File: src/esst_pkg.sv
// Shared types, widths, register indexes and mode codes of the event state stepper.
package esst_pkg;

	// Field and register widths.
	localparam int unsigned TICK_W    = 48;
	localparam int unsigned PITCH_W   = 7;
	localparam int unsigned IDX_W     = 4;
	localparam int unsigned MODE_W    = 3;
	localparam int unsigned NS_W      = 5;
	localparam int unsigned START_W   = 4;
	localparam int unsigned BCNT_W    = 10;
	localparam int unsigned TPB_W     = 16;
	localparam int unsigned BPB_W     = 8;
	localparam int unsigned MASK_W    = 64;
	localparam int unsigned CFG_W     = 64;
	localparam int unsigned CFG_IDX_W = 3;

	// Datapath widths of the beat unit.
	localparam int unsigned UNIT_W    = TPB_W + BPB_W;
	localparam int unsigned PERIOD_W  = UNIT_W + BCNT_W;
	localparam int unsigned MUL_STEPS = BCNT_W;
	localparam int unsigned DIV_STEPS = TICK_W;
	localparam int unsigned STEP_W    = $clog2(DIV_STEPS);

	localparam int unsigned MAX_STATES_DEF = 16;

	// Register indexes on the write port.
	localparam logic [CFG_IDX_W-1:0] REG_MODE       = 3'd0;
	localparam logic [CFG_IDX_W-1:0] REG_NUM_STATES = 3'd1;
	localparam logic [CFG_IDX_W-1:0] REG_START      = 3'd2;
	localparam logic [CFG_IDX_W-1:0] REG_BEAT_COUNT = 3'd3;
	localparam logic [CFG_IDX_W-1:0] REG_TPB        = 3'd4;
	localparam logic [CFG_IDX_W-1:0] REG_BPB        = 3'd5;
	localparam logic [CFG_IDX_W-1:0] REG_MASK_LO    = 3'd6;
	localparam logic [CFG_IDX_W-1:0] REG_MASK_HI    = 3'd7;

	// Mode codes; the two remaining codes behave like MODE_OFF.
	localparam logic [MODE_W-1:0] MODE_OFF   = 3'd0;
	localparam logic [MODE_W-1:0] MODE_EVERY = 3'd1;
	localparam logic [MODE_W-1:0] MODE_NEW   = 3'd2;
	localparam logic [MODE_W-1:0] MODE_LIST  = 3'd3;
	localparam logic [MODE_W-1:0] MODE_BEATS = 3'd4;
	localparam logic [MODE_W-1:0] MODE_BARS  = 3'd5;

	// Reset values of the registers.
	localparam logic [BCNT_W-1:0] BEAT_COUNT_RST = 10'd1;
	localparam logic [TPB_W-1:0]  TPB_RST        = 16'd960;
	localparam logic [BPB_W-1:0]  BPB_RST        = 8'd4;

	typedef enum logic [2:0] {
		ST_IDLE,
		ST_PREP,
		ST_WALK,
		ST_BEAT,
		ST_DONE
	} st_t;

	typedef enum logic [1:0] {
		PH_IDLE,
		PH_MUL,
		PH_DIV,
		PH_FIN
	} phase_t;

	typedef struct packed {
		logic go;
		logic bar_mode;
	} beat_req_t;

	typedef struct packed {
		logic            done;
		logic [NS_W-1:0] idx;
	} beat_rsp_t;

endpackage

File: src/esst_if.sv
// Handshake interfaces for the trigger and result channels.
interface esst_trig_if;
	logic                                   valid;
	logic                                   ready;
	logic signed [esst_pkg::TICK_W-1:0]     tick;
	logic        [esst_pkg::PITCH_W-1:0]    pitch;
	logic                                   first_of_list;

	modport source(output valid, output tick, output pitch, output first_of_list, input ready);
	modport sink(input valid, input tick, input pitch, input first_of_list, output ready);
endinterface

interface esst_res_if;
	logic                           valid;
	logic                           ready;
	logic [esst_pkg::IDX_W-1:0]     state_index;

	modport source(output valid, output state_index, input ready);
	modport sink(input valid, input state_index, output ready);
endinterface

File: src/esst_beat.sv
// Bit-serial period multiply and restoring divide giving the beat-mode state index.
module esst_beat (
	input  logic                                clk,
	input  logic                                arst_n,
	input  esst_pkg::beat_req_t                 req,
	input  logic signed [esst_pkg::TICK_W-1:0]  tick,
	input  logic [esst_pkg::TPB_W-1:0]          ticks_per_beat,
	input  logic [esst_pkg::BPB_W-1:0]          beats_per_bar,
	input  logic [esst_pkg::BCNT_W-1:0]         beat_count,
	input  logic [esst_pkg::NS_W-1:0]           n,
	input  logic [esst_pkg::NS_W-1:0]           start,
	output esst_pkg::beat_rsp_t                 rsp
);

	esst_pkg::phase_t phase_q, phase_d;

	logic [esst_pkg::PERIOD_W-1:0] mcand_q;
	logic [esst_pkg::PERIOD_W-1:0] period_q;
	logic [esst_pkg::BCNT_W-1:0]   mult_q;
	logic [esst_pkg::TICK_W-1:0]   dvd_q;
	logic [esst_pkg::PERIOD_W-1:0] rem_q;
	logic [esst_pkg::NS_W-1:0]     qm_q;
	logic                          neg_q;
	logic [esst_pkg::STEP_W-1:0]   step_q;

	logic [esst_pkg::BPB_W-1:0]    bpb1;
	logic [esst_pkg::UNIT_W-1:0]   bar_prod;
	logic [esst_pkg::UNIT_W-1:0]   unit;
	logic [esst_pkg::PERIOD_W:0]   trial;
	logic [esst_pkg::PERIOD_W:0]   diff;
	logic                          ge;
	logic [esst_pkg::NS_W:0]       dbl;
	logic [esst_pkg::NS_W-1:0]     kmod;
	logic [esst_pkg::NS_W:0]       sum;
	logic                          last_mul;
	logic                          last_div;

	// Unit period: one beat, or one bar, never below one tick.
	always_comb begin
		bpb1     = (beats_per_bar == '0) ? esst_pkg::BPB_W'(1) : beats_per_bar;
		bar_prod = esst_pkg::UNIT_W'(ticks_per_beat) * esst_pkg::UNIT_W'(bpb1);
		if (req.bar_mode) begin
			unit = (bar_prod == '0) ? esst_pkg::UNIT_W'(1) : bar_prod;
		end else begin
			unit = (ticks_per_beat == '0) ? esst_pkg::UNIT_W'(1)
			                              : esst_pkg::UNIT_W'(ticks_per_beat);
		end
	end

	// One quotient bit per cycle; the quotient is only kept modulo n.
	always_comb begin
		trial = {rem_q, dvd_q[esst_pkg::TICK_W-1]};
		diff  = trial - {1'b0, period_q};
		ge    = (trial >= {1'b0, period_q});
		dbl   = {qm_q, ge};
		kmod  = neg_q ? (n - 1'b1 - qm_q) : qm_q;
		sum   = {1'b0, kmod} + {1'b0, start};
	end

	assign last_mul = (step_q == esst_pkg::STEP_W'(esst_pkg::MUL_STEPS - 1));
	assign last_div = (step_q == esst_pkg::STEP_W'(esst_pkg::DIV_STEPS - 1));

	always_comb begin
		phase_d = phase_q;
		case (phase_q)
			esst_pkg::PH_IDLE: begin
				if (req.go) phase_d = esst_pkg::PH_MUL;
			end
			esst_pkg::PH_MUL: begin
				if (last_mul) phase_d = esst_pkg::PH_DIV;
			end
			esst_pkg::PH_DIV: begin
				if (last_div) phase_d = esst_pkg::PH_FIN;
			end
			esst_pkg::PH_FIN: begin
				phase_d = esst_pkg::PH_IDLE;
			end
			default: begin
				phase_d = esst_pkg::PH_IDLE;
			end
		endcase
	end

	always_comb begin
		rsp.done = (phase_q == esst_pkg::PH_FIN);
		rsp.idx  = (sum >= {1'b0, n}) ? esst_pkg::NS_W'(sum - {1'b0, n})
		                              : sum[esst_pkg::NS_W-1:0];
	end

	always_ff @(posedge clk or negedge arst_n) begin
		if (!arst_n) begin
			phase_q <= esst_pkg::PH_IDLE;
		end else begin
			phase_q <= phase_d;
		end
	end

	always_ff @(posedge clk) begin
		case (phase_q)
			esst_pkg::PH_IDLE: begin
				mcand_q  <= esst_pkg::PERIOD_W'(unit);
				mult_q   <= (beat_count == '0) ? esst_pkg::BCNT_W'(1) : beat_count;
				period_q <= '0;
				step_q   <= '0;
				rem_q    <= '0;
				qm_q     <= '0;
				// A negative tick is divided as its complement; floor is restored at the end.
				neg_q    <= tick[esst_pkg::TICK_W-1];
				dvd_q    <= tick[esst_pkg::TICK_W-1] ? ~tick : tick;
			end
			esst_pkg::PH_MUL: begin
				if (mult_q[0]) period_q <= period_q + mcand_q;
				mcand_q <= mcand_q << 1;
				mult_q  <= mult_q >> 1;
				step_q  <= last_mul ? '0 : step_q + 1'b1;
			end
			esst_pkg::PH_DIV: begin
				rem_q  <= ge ? diff[esst_pkg::PERIOD_W-1:0] : trial[esst_pkg::PERIOD_W-1:0];
				dvd_q  <= dvd_q << 1;
				qm_q   <= (dbl >= {1'b0, n}) ? esst_pkg::NS_W'(dbl - {1'b0, n})
				                             : dbl[esst_pkg::NS_W-1:0];
				step_q <= step_q + 1'b1;
			end
			default: begin
			end
		endcase
	end

endmodule

File: src/event_state_stepper.sv
// Top level of the event state stepper: registers, walk sequencer and result register.
// A walked mode first reduces a stale state index modulo the state count by serial
// subtraction, then steps. Beat and bar modes run the 10-step shift-add multiply and
// 48-step divide in esst_beat; off and single-state cases go straight to the result. One
// item is in work at a time; the next is taken in the cycle after its result is registered.
// Reset clears the control, configuration, history and output-valid registers, not the data.
module event_state_stepper (
	input  logic                              clk,
	input  logic                              arst_n,
	input  logic                              wr_en,
	input  logic [esst_pkg::CFG_IDX_W-1:0]    wr_index,
	input  logic [esst_pkg::CFG_W-1:0]        wr_data,
	esst_trig_if.sink                         trig,
	esst_res_if.source                        result
);

	// Configuration registers.
	logic [esst_pkg::MODE_W-1:0]  mode_q;
	logic [esst_pkg::NS_W-1:0]    num_states_q;
	logic [esst_pkg::START_W-1:0] start_state_q;
	logic [esst_pkg::BCNT_W-1:0]  beat_count_q;
	logic [esst_pkg::TPB_W-1:0]   tpb_q;
	logic [esst_pkg::BPB_W-1:0]   bpb_q;

	// The 128-pitch whitelist is held as two 64-bit rows, one read per item.
	logic [esst_pkg::MASK_W-1:0]  mask_mem [2];
	logic [esst_pkg::MASK_W-1:0]  mask_row_q;

	// Item held for the duration of its work.
	logic signed [esst_pkg::TICK_W-1:0] tick_q;
	logic [esst_pkg::PITCH_W-1:0]       pitch_q;
	logic                               first_q;

	// History carried from one item to the next.
	logic [esst_pkg::IDX_W-1:0]   current_state_q;
	logic                         seen_q;
	logic [esst_pkg::PITCH_W-1:0] last_pitch_q;

	// Working values.
	logic [esst_pkg::NS_W-1:0]    n_q;
	logic [esst_pkg::NS_W-1:0]    start_q;
	logic [esst_pkg::NS_W-1:0]    wcur_q;
	logic [esst_pkg::NS_W-1:0]    res_q;

	// Output register.
	logic                         out_valid_q;
	logic [esst_pkg::IDX_W-1:0]   out_idx_q;

	esst_pkg::st_t      state_q, state_d;
	esst_pkg::beat_req_t beat_req;
	esst_pkg::beat_rsp_t beat_rsp;

	logic                         take;
	logic                         deliver;
	logic                         many;
	logic                         beat_mode;
	logic [esst_pkg::NS_W-1:0]    n_eff;
	logic [esst_pkg::NS_W-1:0]    start_eff;
	logic                         reduced;
	logic                         adv;
	logic [esst_pkg::NS_W-1:0]    inc;
	logic [esst_pkg::NS_W-1:0]    wrapped;
	logic [esst_pkg::NS_W-1:0]    walk_next;

	// The state count saturates at MAX_STATES_DEF; the start index is clamped below it.
	always_comb begin
		n_eff = (num_states_q > esst_pkg::MAX_STATES_DEF)
		        ? esst_pkg::NS_W'(esst_pkg::MAX_STATES_DEF) : num_states_q;
		many  = (n_eff >= esst_pkg::NS_W'(2));
		if (!many) begin
			start_eff = '0;
		end else if ({1'b0, start_state_q} > (n_eff - 1'b1)) begin
			start_eff = n_eff - 1'b1;
		end else begin
			start_eff = {1'b0, start_state_q};
		end
		beat_mode = (mode_q == esst_pkg::MODE_BEATS) || (mode_q == esst_pkg::MODE_BARS);
	end

	// Walk step: the index only moves once it has been reduced below the state count.
	always_comb begin
		reduced = (wcur_q < n_q);
		case (mode_q)
			esst_pkg::MODE_EVERY: adv = seen_q;
			esst_pkg::MODE_NEW:   adv = seen_q && (pitch_q != last_pitch_q);
			default:              adv = mask_row_q[pitch_q[esst_pkg::PITCH_W-2:0]];
		endcase
		inc       = wcur_q + 1'b1;
		wrapped   = (inc >= n_q) ? '0 : inc;
		walk_next = adv ? wrapped : wcur_q;
	end

	// Sequencer next state.
	always_comb begin
		state_d = state_q;
		case (state_q)
			esst_pkg::ST_IDLE: begin
				if (trig.valid) state_d = esst_pkg::ST_PREP;
			end
			esst_pkg::ST_PREP: begin
				if (!many) begin
					state_d = esst_pkg::ST_DONE;
				end else if (beat_mode) begin
					state_d = esst_pkg::ST_BEAT;
				end else if (mode_q inside {esst_pkg::MODE_EVERY, esst_pkg::MODE_NEW,
				                            esst_pkg::MODE_LIST}) begin
					state_d = esst_pkg::ST_WALK;
				end else begin
					state_d = esst_pkg::ST_DONE;
				end
			end
			esst_pkg::ST_WALK: begin
				if (reduced) state_d = esst_pkg::ST_DONE;
			end
			esst_pkg::ST_BEAT: begin
				if (beat_rsp.done) state_d = esst_pkg::ST_DONE;
			end
			esst_pkg::ST_DONE: begin
				if (deliver) state_d = esst_pkg::ST_IDLE;
			end
			default: begin
				state_d = esst_pkg::ST_IDLE;
			end
		endcase
	end

	// Sequencer outputs. A finished result moves into the output register once it is free,
	// so the next item can be taken while that result still waits for its transfer.
	always_comb begin
		take              = (state_q == esst_pkg::ST_IDLE);
		deliver           = (state_q == esst_pkg::ST_DONE) && (!out_valid_q || result.ready);
		beat_req.go       = (state_q == esst_pkg::ST_PREP) && many && beat_mode;
		beat_req.bar_mode = (mode_q == esst_pkg::MODE_BARS);
	end

	assign trig.ready         = take;
	assign result.valid       = out_valid_q;
	assign result.state_index = out_idx_q;

	always_ff @(posedge clk or negedge arst_n) begin
		if (!arst_n) begin
			state_q <= esst_pkg::ST_IDLE;
		end else begin
			state_q <= state_d;
		end
	end

	// Configuration writes; the user must make them only while the block is idle, as the block does not enforce it.
	always_ff @(posedge clk or negedge arst_n) begin
		if (!arst_n) begin
			mode_q        <= esst_pkg::MODE_OFF;
			num_states_q  <= '0;
			start_state_q <= '0;
			beat_count_q  <= esst_pkg::BEAT_COUNT_RST;
			tpb_q         <= esst_pkg::TPB_RST;
			bpb_q         <= esst_pkg::BPB_RST;
			mask_mem[0]   <= '0;
			mask_mem[1]   <= '0;
		end else if (wr_en) begin
			case (wr_index)
				esst_pkg::REG_MODE:       mode_q        <= wr_data[esst_pkg::MODE_W-1:0];
				esst_pkg::REG_NUM_STATES: num_states_q  <= wr_data[esst_pkg::NS_W-1:0];
				esst_pkg::REG_START:      start_state_q <= wr_data[esst_pkg::START_W-1:0];
				esst_pkg::REG_BEAT_COUNT: beat_count_q  <= wr_data[esst_pkg::BCNT_W-1:0];
				esst_pkg::REG_TPB:        tpb_q         <= wr_data[esst_pkg::TPB_W-1:0];
				esst_pkg::REG_BPB:        bpb_q         <= wr_data[esst_pkg::BPB_W-1:0];
				esst_pkg::REG_MASK_LO:    mask_mem[0]   <= wr_data[esst_pkg::MASK_W-1:0];
				esst_pkg::REG_MASK_HI:    mask_mem[1]   <= wr_data[esst_pkg::MASK_W-1:0];
				default: begin
				end
			endcase
		end
	end

	// History. A list start reloads the walked index and forgets the previous note before
	// the item is resolved; every delivered item then becomes the previous note.
	always_ff @(posedge clk or negedge arst_n) begin
		if (!arst_n) begin
			current_state_q <= '0;
			seen_q          <= 1'b0;
			last_pitch_q    <= '0;
		end else begin
			if ((state_q == esst_pkg::ST_PREP) && first_q) begin
				current_state_q <= start_eff[esst_pkg::IDX_W-1:0];
				seen_q          <= 1'b0;
			end
			if ((state_q == esst_pkg::ST_WALK) && reduced) begin
				current_state_q <= walk_next[esst_pkg::IDX_W-1:0];
			end
			if (deliver) begin
				seen_q       <= 1'b1;
				last_pitch_q <= pitch_q;
			end
		end
	end

	// Item payload and working registers.
	always_ff @(posedge clk) begin
		if (take && trig.valid) begin
			tick_q  <= trig.tick;
			pitch_q <= trig.pitch;
			first_q <= trig.first_of_list;
		end
		case (state_q)
			esst_pkg::ST_PREP: begin
				n_q        <= n_eff;
				start_q    <= start_eff;
				mask_row_q <= mask_mem[pitch_q[esst_pkg::PITCH_W-1]];
				wcur_q     <= first_q ? start_eff
				                      : esst_pkg::NS_W'(current_state_q);
				res_q      <= '0;
			end
			esst_pkg::ST_WALK: begin
				// A stale index left by a smaller state count is brought into range first.
				if (reduced) begin
					res_q <= walk_next;
				end else begin
					wcur_q <= wcur_q - n_q;
				end
			end
			esst_pkg::ST_BEAT: begin
				if (beat_rsp.done) res_q <= beat_rsp.idx;
			end
			default: begin
			end
		endcase
	end

	// Output register.
	always_ff @(posedge clk or negedge arst_n) begin
		if (!arst_n) begin
			out_valid_q <= 1'b0;
		end else if (deliver) begin
			out_valid_q <= 1'b1;
		end else if (result.ready) begin
			out_valid_q <= 1'b0;
		end
	end

	always_ff @(posedge clk) begin
		if (deliver) out_idx_q <= res_q[esst_pkg::IDX_W-1:0];
	end

	esst_beat u_beat (
		.clk            (clk),
		.arst_n         (arst_n),
		.req            (beat_req),
		.tick           (tick_q),
		.ticks_per_beat (tpb_q),
		.beats_per_bar  (bpb_q),
		.beat_count     (beat_count_q),
		.n              (n_q),
		.start          (start_q),
		.rsp            (beat_rsp)
	);

endmodule

File: src/flat_wrapper.sv
// flat-port wrapper written by rule: the top's interface ports become plain ports
module event_state_stepper_flat 
  (clk, arst_n, wr_en, wr_index, wr_data, trig_valid, trig_tick, trig_pitch, trig_first_of_list, trig_ready, result_valid, result_state_index, result_ready);
  esst_trig_if trig_i ();
  esst_res_if result_i ();
  input  logic clk;
  input  logic arst_n;
  input  logic wr_en;
  input  logic [esst_pkg::CFG_IDX_W-1:0] wr_index;
  input  logic [esst_pkg::CFG_W-1:0] wr_data;
  input wire logic [$bits(trig_i.valid)-1:0] trig_valid;
  input wire logic [$bits(trig_i.tick)-1:0] trig_tick;
  input wire logic [$bits(trig_i.pitch)-1:0] trig_pitch;
  input wire logic [$bits(trig_i.first_of_list)-1:0] trig_first_of_list;
  output wire logic [$bits(trig_i.ready)-1:0] trig_ready;
  output wire logic [$bits(result_i.valid)-1:0] result_valid;
  output wire logic [$bits(result_i.state_index)-1:0] result_state_index;
  input wire logic [$bits(result_i.ready)-1:0] result_ready;
  assign trig_i.valid = trig_valid;
  assign trig_i.tick = trig_tick;
  assign trig_i.pitch = trig_pitch;
  assign trig_i.first_of_list = trig_first_of_list;
  assign trig_ready = trig_i.ready;
  assign result_valid = result_i.valid;
  assign result_state_index = result_i.state_index;
  assign result_i.ready = result_ready;
  event_state_stepper u_core (.clk(clk), .arst_n(arst_n), .wr_en(wr_en), .wr_index(wr_index), .wr_data(wr_data), .trig(trig_i), .result(result_i));
endmodule
File: config.mk
export PLATFORM = sky130hd
export DESIGN_NAME = event_state_stepper_flat
export DESIGN_NICKNAME = d
export VERILOG_FILES = /design/src/esst_pkg.sv /design/src/esst_if.sv /design/src/esst_beat.sv /design/src/event_state_stepper.sv /design/src/flat_wrapper.sv
export SDC_FILE = /design/constraint.sdc
export NUM_CORES = 1
export LEC_CHECK = 0
export BUFFER_PORTS_ARGS = -buffer_cell sky130_fd_sc_hd__buf_2
export CORE_MARGIN = 2
export CORE_UTILIZATION = 42
export DETAILED_ROUTE_END_ITERATION = 8
export SKIP_LAST_GASP = 1
export SLEW_MARGIN = 20
export SYNTH_ARGS = -nofsm -noshare
export SYNTH_HDL_FRONTEND = slang
export SYNTH_HIERARCHICAL = 1
export SYNTH_SLANG_ARGS = --single-unit
File: constraint.sdc
create_clock -name clk -period 8.85 [get_ports clk]
set_input_delay 0.885 -clock clk [delete_from_list [all_inputs] [get_ports clk]]
set_output_delay 0.885 -clock clk [all_outputs]
set_load 0.01 [all_outputs]
After elaboration in Yosys (flattened, before gate mapping)
Cells that the tools add are included.
- flip-flop bits (word level): 507
- input bits: 128
- output and inout bits: 6
- logic and storage cells: 179
- add/sub/neg operators: 11
- multiply operators: 1
- magnitude comparators: 10
- equal/unequal tests: 31
- muxes and demuxes: 54
- bitwise operators: 2
- reductions and logical operators: 39
- operators by type and width (kind ; number):
    34-bit case mux with 2 select lines ; 3
    64-bit 2-to-1 mux ; 3
    48-bit case mux with 2 select lines ; 1
    34-bit 2-to-1 mux ; 2
    24-bit 2-to-1 mux ; 2
    48-bit 2-to-1 mux ; 1
    48-bit NOT ; 1
    35-bit by 34-bit greater-or-equal comparator with 1-bit output ; 1
    5-bit 2-to-1 mux ; 7
    34-bit adder ; 1
    34-bit subtractor ; 1
    4-bit 2-to-1 mux ; 7
    24-bit zero test ; 1
    16-bit by 8-bit multiplier with 24-bit output ; 1
    3-bit == test (second input constant) ; 7
    3-bit 2-to-1 mux ; 7
    10-bit case mux with 2 select lines ; 1
    5-bit case mux with 2 select lines ; 2
    2-bit AND reduction ; 10
    3-bit by 2-bit == test with 1-bit output (second input constant) ; 6
    6-bit case mux with 3 select lines ; 1
    16-bit zero test ; 1
    16-bit 2-to-1 mux ; 1
    3-bit case mux with 5 select lines ; 1
    other kinds (43) ; 79

Logic depth before layout (Yosys ltp)
- depth in word-level cells: 8
- gate-level depth with buffers: 21
- depth with buffers taken out: 21

Modules after synthesis
The synthesis kept the hierarchy.
- modules (own cells, without submodules) (module ; instances ; cells each ; area an instance (sq um) ; sequential area each (sq um)):
    esst_beat ; 1 ; 1677 ; 15942.8 ; 5215.0
    event_state_stepper ; 1 ; 875 ; 13910.8 ; 9056.2

Worst setup path before layout
OpenSTA, ideal clock, no wires.
- kind: register to register
- start: reg u_core.state_q[0]
- end: reg u_core/current_state_q[0] in the netlist's numbering
- library setup time: 0.133 ns
- arrival time: 7.563 ns
- data required time: 8.717 ns
- setup slack: 1.154 ns
- stages on the path, launching flop included: 7
- path buffers: 1
- period minus slack after synthesis: 7.696 ns
- cell sequence: dfrtp_1 clkbuf_1 inv_1 nor3_1 nand2_1 mux2i_1 mux2i_1
- word-level cells in the longest chain between the ends: 3
- elaborated cells on any way between the ends: 6
- classes of those cells: eq/ne (2); mux (1); reduce/logical (3)
- RTL lines (element ; line ; text):
    start: declaration ; event_state_stepper.sv:49 ; esst_pkg::st_t state_q, state_d;
    start signal: assignment ; event_state_stepper.sv:142 ; state_q <= esst_pkg::ST_IDLE;
    start signal: assignment ; event_state_stepper.sv:144 ; state_q <= state_d;
    3-bit by 2-bit == test with 1-bit output or 3-bit by 1-bit == test with 1-bit output (tied branches) ; event_state_stepper.sv:187, event_state_stepper.sv:183 ;
    1-bit logical AND, on equally long branches ; event_state_stepper.sv:187, event_state_stepper.sv:183 ;
    4-bit 2-to-1 mux or 2-bit nonzero test (tied branches) ; n/a ;
    end signal: assignment ; event_state_stepper.sv:184 ; current_state_q <= start_eff[esst_pkg::IDX_W-1:0];
    end signal: assignment ; event_state_stepper.sv:188 ; current_state_q <= walk_next[esst_pkg::IDX_W-1:0];
    end: declaration ; event_state_stepper.sv:35 ; logic [esst_pkg::IDX_W-1:0] current_state_q;
Parallel ways exist; a longest one is shown, timed or not.
A chain may end at the register's enable or synchronous reset.

Final worst setup path
- start: reg u_core/bpb_q[6] in the netlist's numbering
- end: reg u_core/u_beat/mcand_q[0] in the netlist's numbering (data pin)
- word-level cells in the longest chain between the ends: 7
- RTL lines (element ; line ; text):
    start: declaration ; event_state_stepper.sv:23 ; logic [esst_pkg::BPB_W-1:0] bpb_q;
    start signal: assignment ; event_state_stepper.sv:156 ; bpb_q <= esst_pkg::BPB_RST;
    start signal: assignment ; event_state_stepper.sv:166 ; esst_pkg::REG_BPB: bpb_q <= wr_data[esst_pkg::BPB_W-1:0];
    8-bit zero test ; esst_beat.sv:40 ; bpb1 = (beats_per_bar == '0) ? esst_pkg::BPB_W'(1) : beats_per_bar;
    8-bit 2-to-1 mux (*) ; esst_beat.sv:40 ;
    16-bit by 8-bit multiplier with 24-bit output (*) ; esst_beat.sv:41 ; bar_prod = esst_pkg::UNIT_W'(ticks_per_beat) * esst_pkg::UNIT_W'(bpb1);
    24-bit zero test ; esst_beat.sv:43 ; unit = (bar_prod == '0) ? esst_pkg::UNIT_W'(1) : bar_prod;
    24-bit 2-to-1 mux (*) ; esst_beat.sv:43 ;
    24-bit 2-to-1 mux (*) ; esst_beat.sv:42 ; if (req.bar_mode) begin
    34-bit case mux with 2 select lines (*) ; esst_beat.sv:99 ; case (phase_q)
    end signal: assignment ; esst_beat.sv:101 ; mcand_q <= esst_pkg::PERIOD_W'(unit);
    end signal: assignment ; esst_beat.sv:113 ; mcand_q <= mcand_q << 1;
    end: declaration ; esst_beat.sv:17 ; logic [esst_pkg::PERIOD_W-1:0] mcand_q;
Mark *: on every way between the ends. The rest lies on a longest branch, timed or not.

==> impl_metrics.csv <==
group,metric,value,unit
sta,rsz0062_at_grt,"false",
sta,fmax,0.1650,GHz
critical_path,max_stage_delay,0.67,ns
sta,finalHoldViolCount,0,
final_layout,layout-drive-gt1-share,0.1933,
global_routing,grt_use_met3,0.03461,
clock_network,clk_latency,0.61,ns
clock_network,hold_buffers,0,
critical_path,crit_path_max_fanout,18,
drt,dr.pass1.iters,5,
critical_path,worstPathBufferInverterCount,1,
floorplan,die-area,73190,um^2
global_routing,antenna_found_initial,16,
final_layout,most-common-layout-cells,"315 x edfxtp_1, 244 x mux2_2, 213 x nand2_1",
clock_network,ctsResizeCount,0,
critical_path,cp-end-kind,"flop",
clock_network,clk_pin_slew,0.06,ns
clock_network,postCtsSetupRepairBufs,0,
critical_path,cp_cell_sequence,"nand2_1 > fa_1 > fa_1 > inv_1 > fa_1 > fa_1 > ha_1 > nand3_1 > o2111ai_1 > a31oi_1 > o21ai_0 > a2bb2oi_2 > or4_1 > or4_1 > or4_1 > o21ai_1",
floorplan,die_h,270.5,um
synthesis,syn_area,29840,um^2
floorplan,die_x,270.5,um
final_layout,final_nets,3028,
floorplan,initial_core_util,0.4254,
sta,slew_headroom,0.3235,
sta,finalCriticalPeriod,6.062,ns
global_routing,overflow,0,
global_routing,grt_pass1_wl,105.9,mm
sta,finalClockSkew,0.01783,ns
critical_path,critPathKind,"reg2reg",
critical_path,startpoint_type,"flop",
final_layout,syn_to_final_growth,11.75,%
global_routing,use_met2,0.2927,
synthesis,syn_nets,2922,
critical_path,crit_family,"adder cells",
critical_path,worstPathRequired,9.30,ns
critical_path,worstPathArrival,6.52,ns
drt,routed_wl,64.70,mm
floorplan,ios,134,
hold_path,hp-class,"in2async",
sta,final-setup-viol-count,0,
critical_path,timing.critical_path.mode_cell,"fa_1",
global_routing,grt_use_met1,0.2350,
drt,drtAntennaViolNets,0,
drt,routed_via_density,5.347,
critical_path,reg2reg_depth,16,
clock_network,root_buffer,"clkbuf_16",
sta,fin_crit_sh,0.6850,
global_routing,grt_pass1_vias,20310,
placed_design,routabilityCongestion,0.8473,
critical_path,cp_slowest_cell,"dfrtp_1",
critical_path,rrSetupSlack,2.79,ns
clock_network,cts.sinks,507,
sta,slew_violations,0,
clock_network,cts_made_buffers,54,
global_routing,top_usage_layer,"met2",
drt,num_vias,19490,
clock_network,h-tree-depth,2,
drt,drc,0,
sta,tns,0,ns
clock_network,cts_tree,"built",
outcome,outcome,"completed",
critical_path,crit-reg2reg-capture,"u_core/u_beat/mcand_q[0]",
drt,drt-initial-drc-count,1294,
job,cap_viol_max_count,0,
critical_path,worstReg2RegStart,"u_core/bpb_q[6]",
placed_design,numPortBuffers,133,
clock_network,ctsLongestPathBuffers,3,
sta,worst_slew_pin_slew,1.001,ns
floorplan,fp-row-count,97,
floorplan,core-area,70150,um^2
final_layout,final_common_cell,"edfxtp_1",
global_routing,grt_start_max_net_pins,127,
placed_design,hpwl,45.63,mm
global_routing,grt_usage,0.1756,
drt,wl_per_cell,17.75,um
synthesis,synth_cells,2549,
synthesis,avgSynthCellArea,11.71,um^2
synthesis,yosysWarnings,6,
-- through the flow --
stage	utilization	std cells	setup WS (ns)	hold slack, ns	area, um^2
CTS	0.4747	3639	2.787	0.4173	33300
floorplan	-	2549	1.154	0.4003	29840
finish	0.4753	3644	2.788	0.1827	33340
global route	0.4752	3642	2.387	0.1779	33340
detailed placement	0.4484	3538	2.805	0.4070	31460
global placement	0.4484	3538	2.877	0.4058	31460
-- worst max path at each step --
stage,end,cells after the start,startpoint
3_3_place_gp,u_core/u_beat/mcand_q[0],17,u_core/bpb_q[4]
4_1_cts,u_core/u_beat/mcand_q[0],17,u_core/bpb_q[3]
2_1_floorplan,u_core/current_state_q[0],6,u_core/state_q[0]
6_report,u_core/u_beat/mcand_q[0],16,u_core/bpb_q[6]
3_5_place_dp,u_core/u_beat/mcand_q[0],17,u_core/bpb_q[3]
5_1_grt,u_core/u_beat/mcand_q[0],16,u_core/bpb_q[7]
-- final cells by class --
| type | instances | area [um^2] |
|---|---|---|
| antenna | 4 | 10.01 |
| multi-input combinational | 1775 | 14570 |
| tap | 940 | 1176 |
| sequential | 507 | 14270 |
| clock buffer | 74 | 1548 |
| fill | 6453 | 36810 |
| clock inverter | 27 | 292.8 |
| inverter | 161 | 604.3 |
| timing repair buffer | 156 | 870.8 |
-- routing by layer --
layer  vias to the layer above  share of wire
li1                       9380              -
met1                      9632           0.46
met2                       333           0.47
met3                       118          0.044
met4                        22          0.023
met5                         -         0.0020
-- registers in the layout, indices dropped and copies added (netlist names), 6 cells and up --
signal and cells:
u_core/tpb_q 16, u_core/u_beat/dvd_q 48, u_core/u_beat/period_q 34, u_core/u_beat/rem_q 34
u_core/u_beat/mcand_q 34, u_core/bpb_q 8, u_core/beat_count_q 10, u_core/u_beat/mult_q 10
u_core/mask_row_q 64, u_core/tick_q 48, u_core/pitch_q 7, u_core/last_pitch_q 7
u_core/u_beat/step_q 6, u_core/mask_mem 128
Power is left out: the tool's default activity adds up to more than one toggle a clock period on the data nets, which glitch-free logic cannot reach.
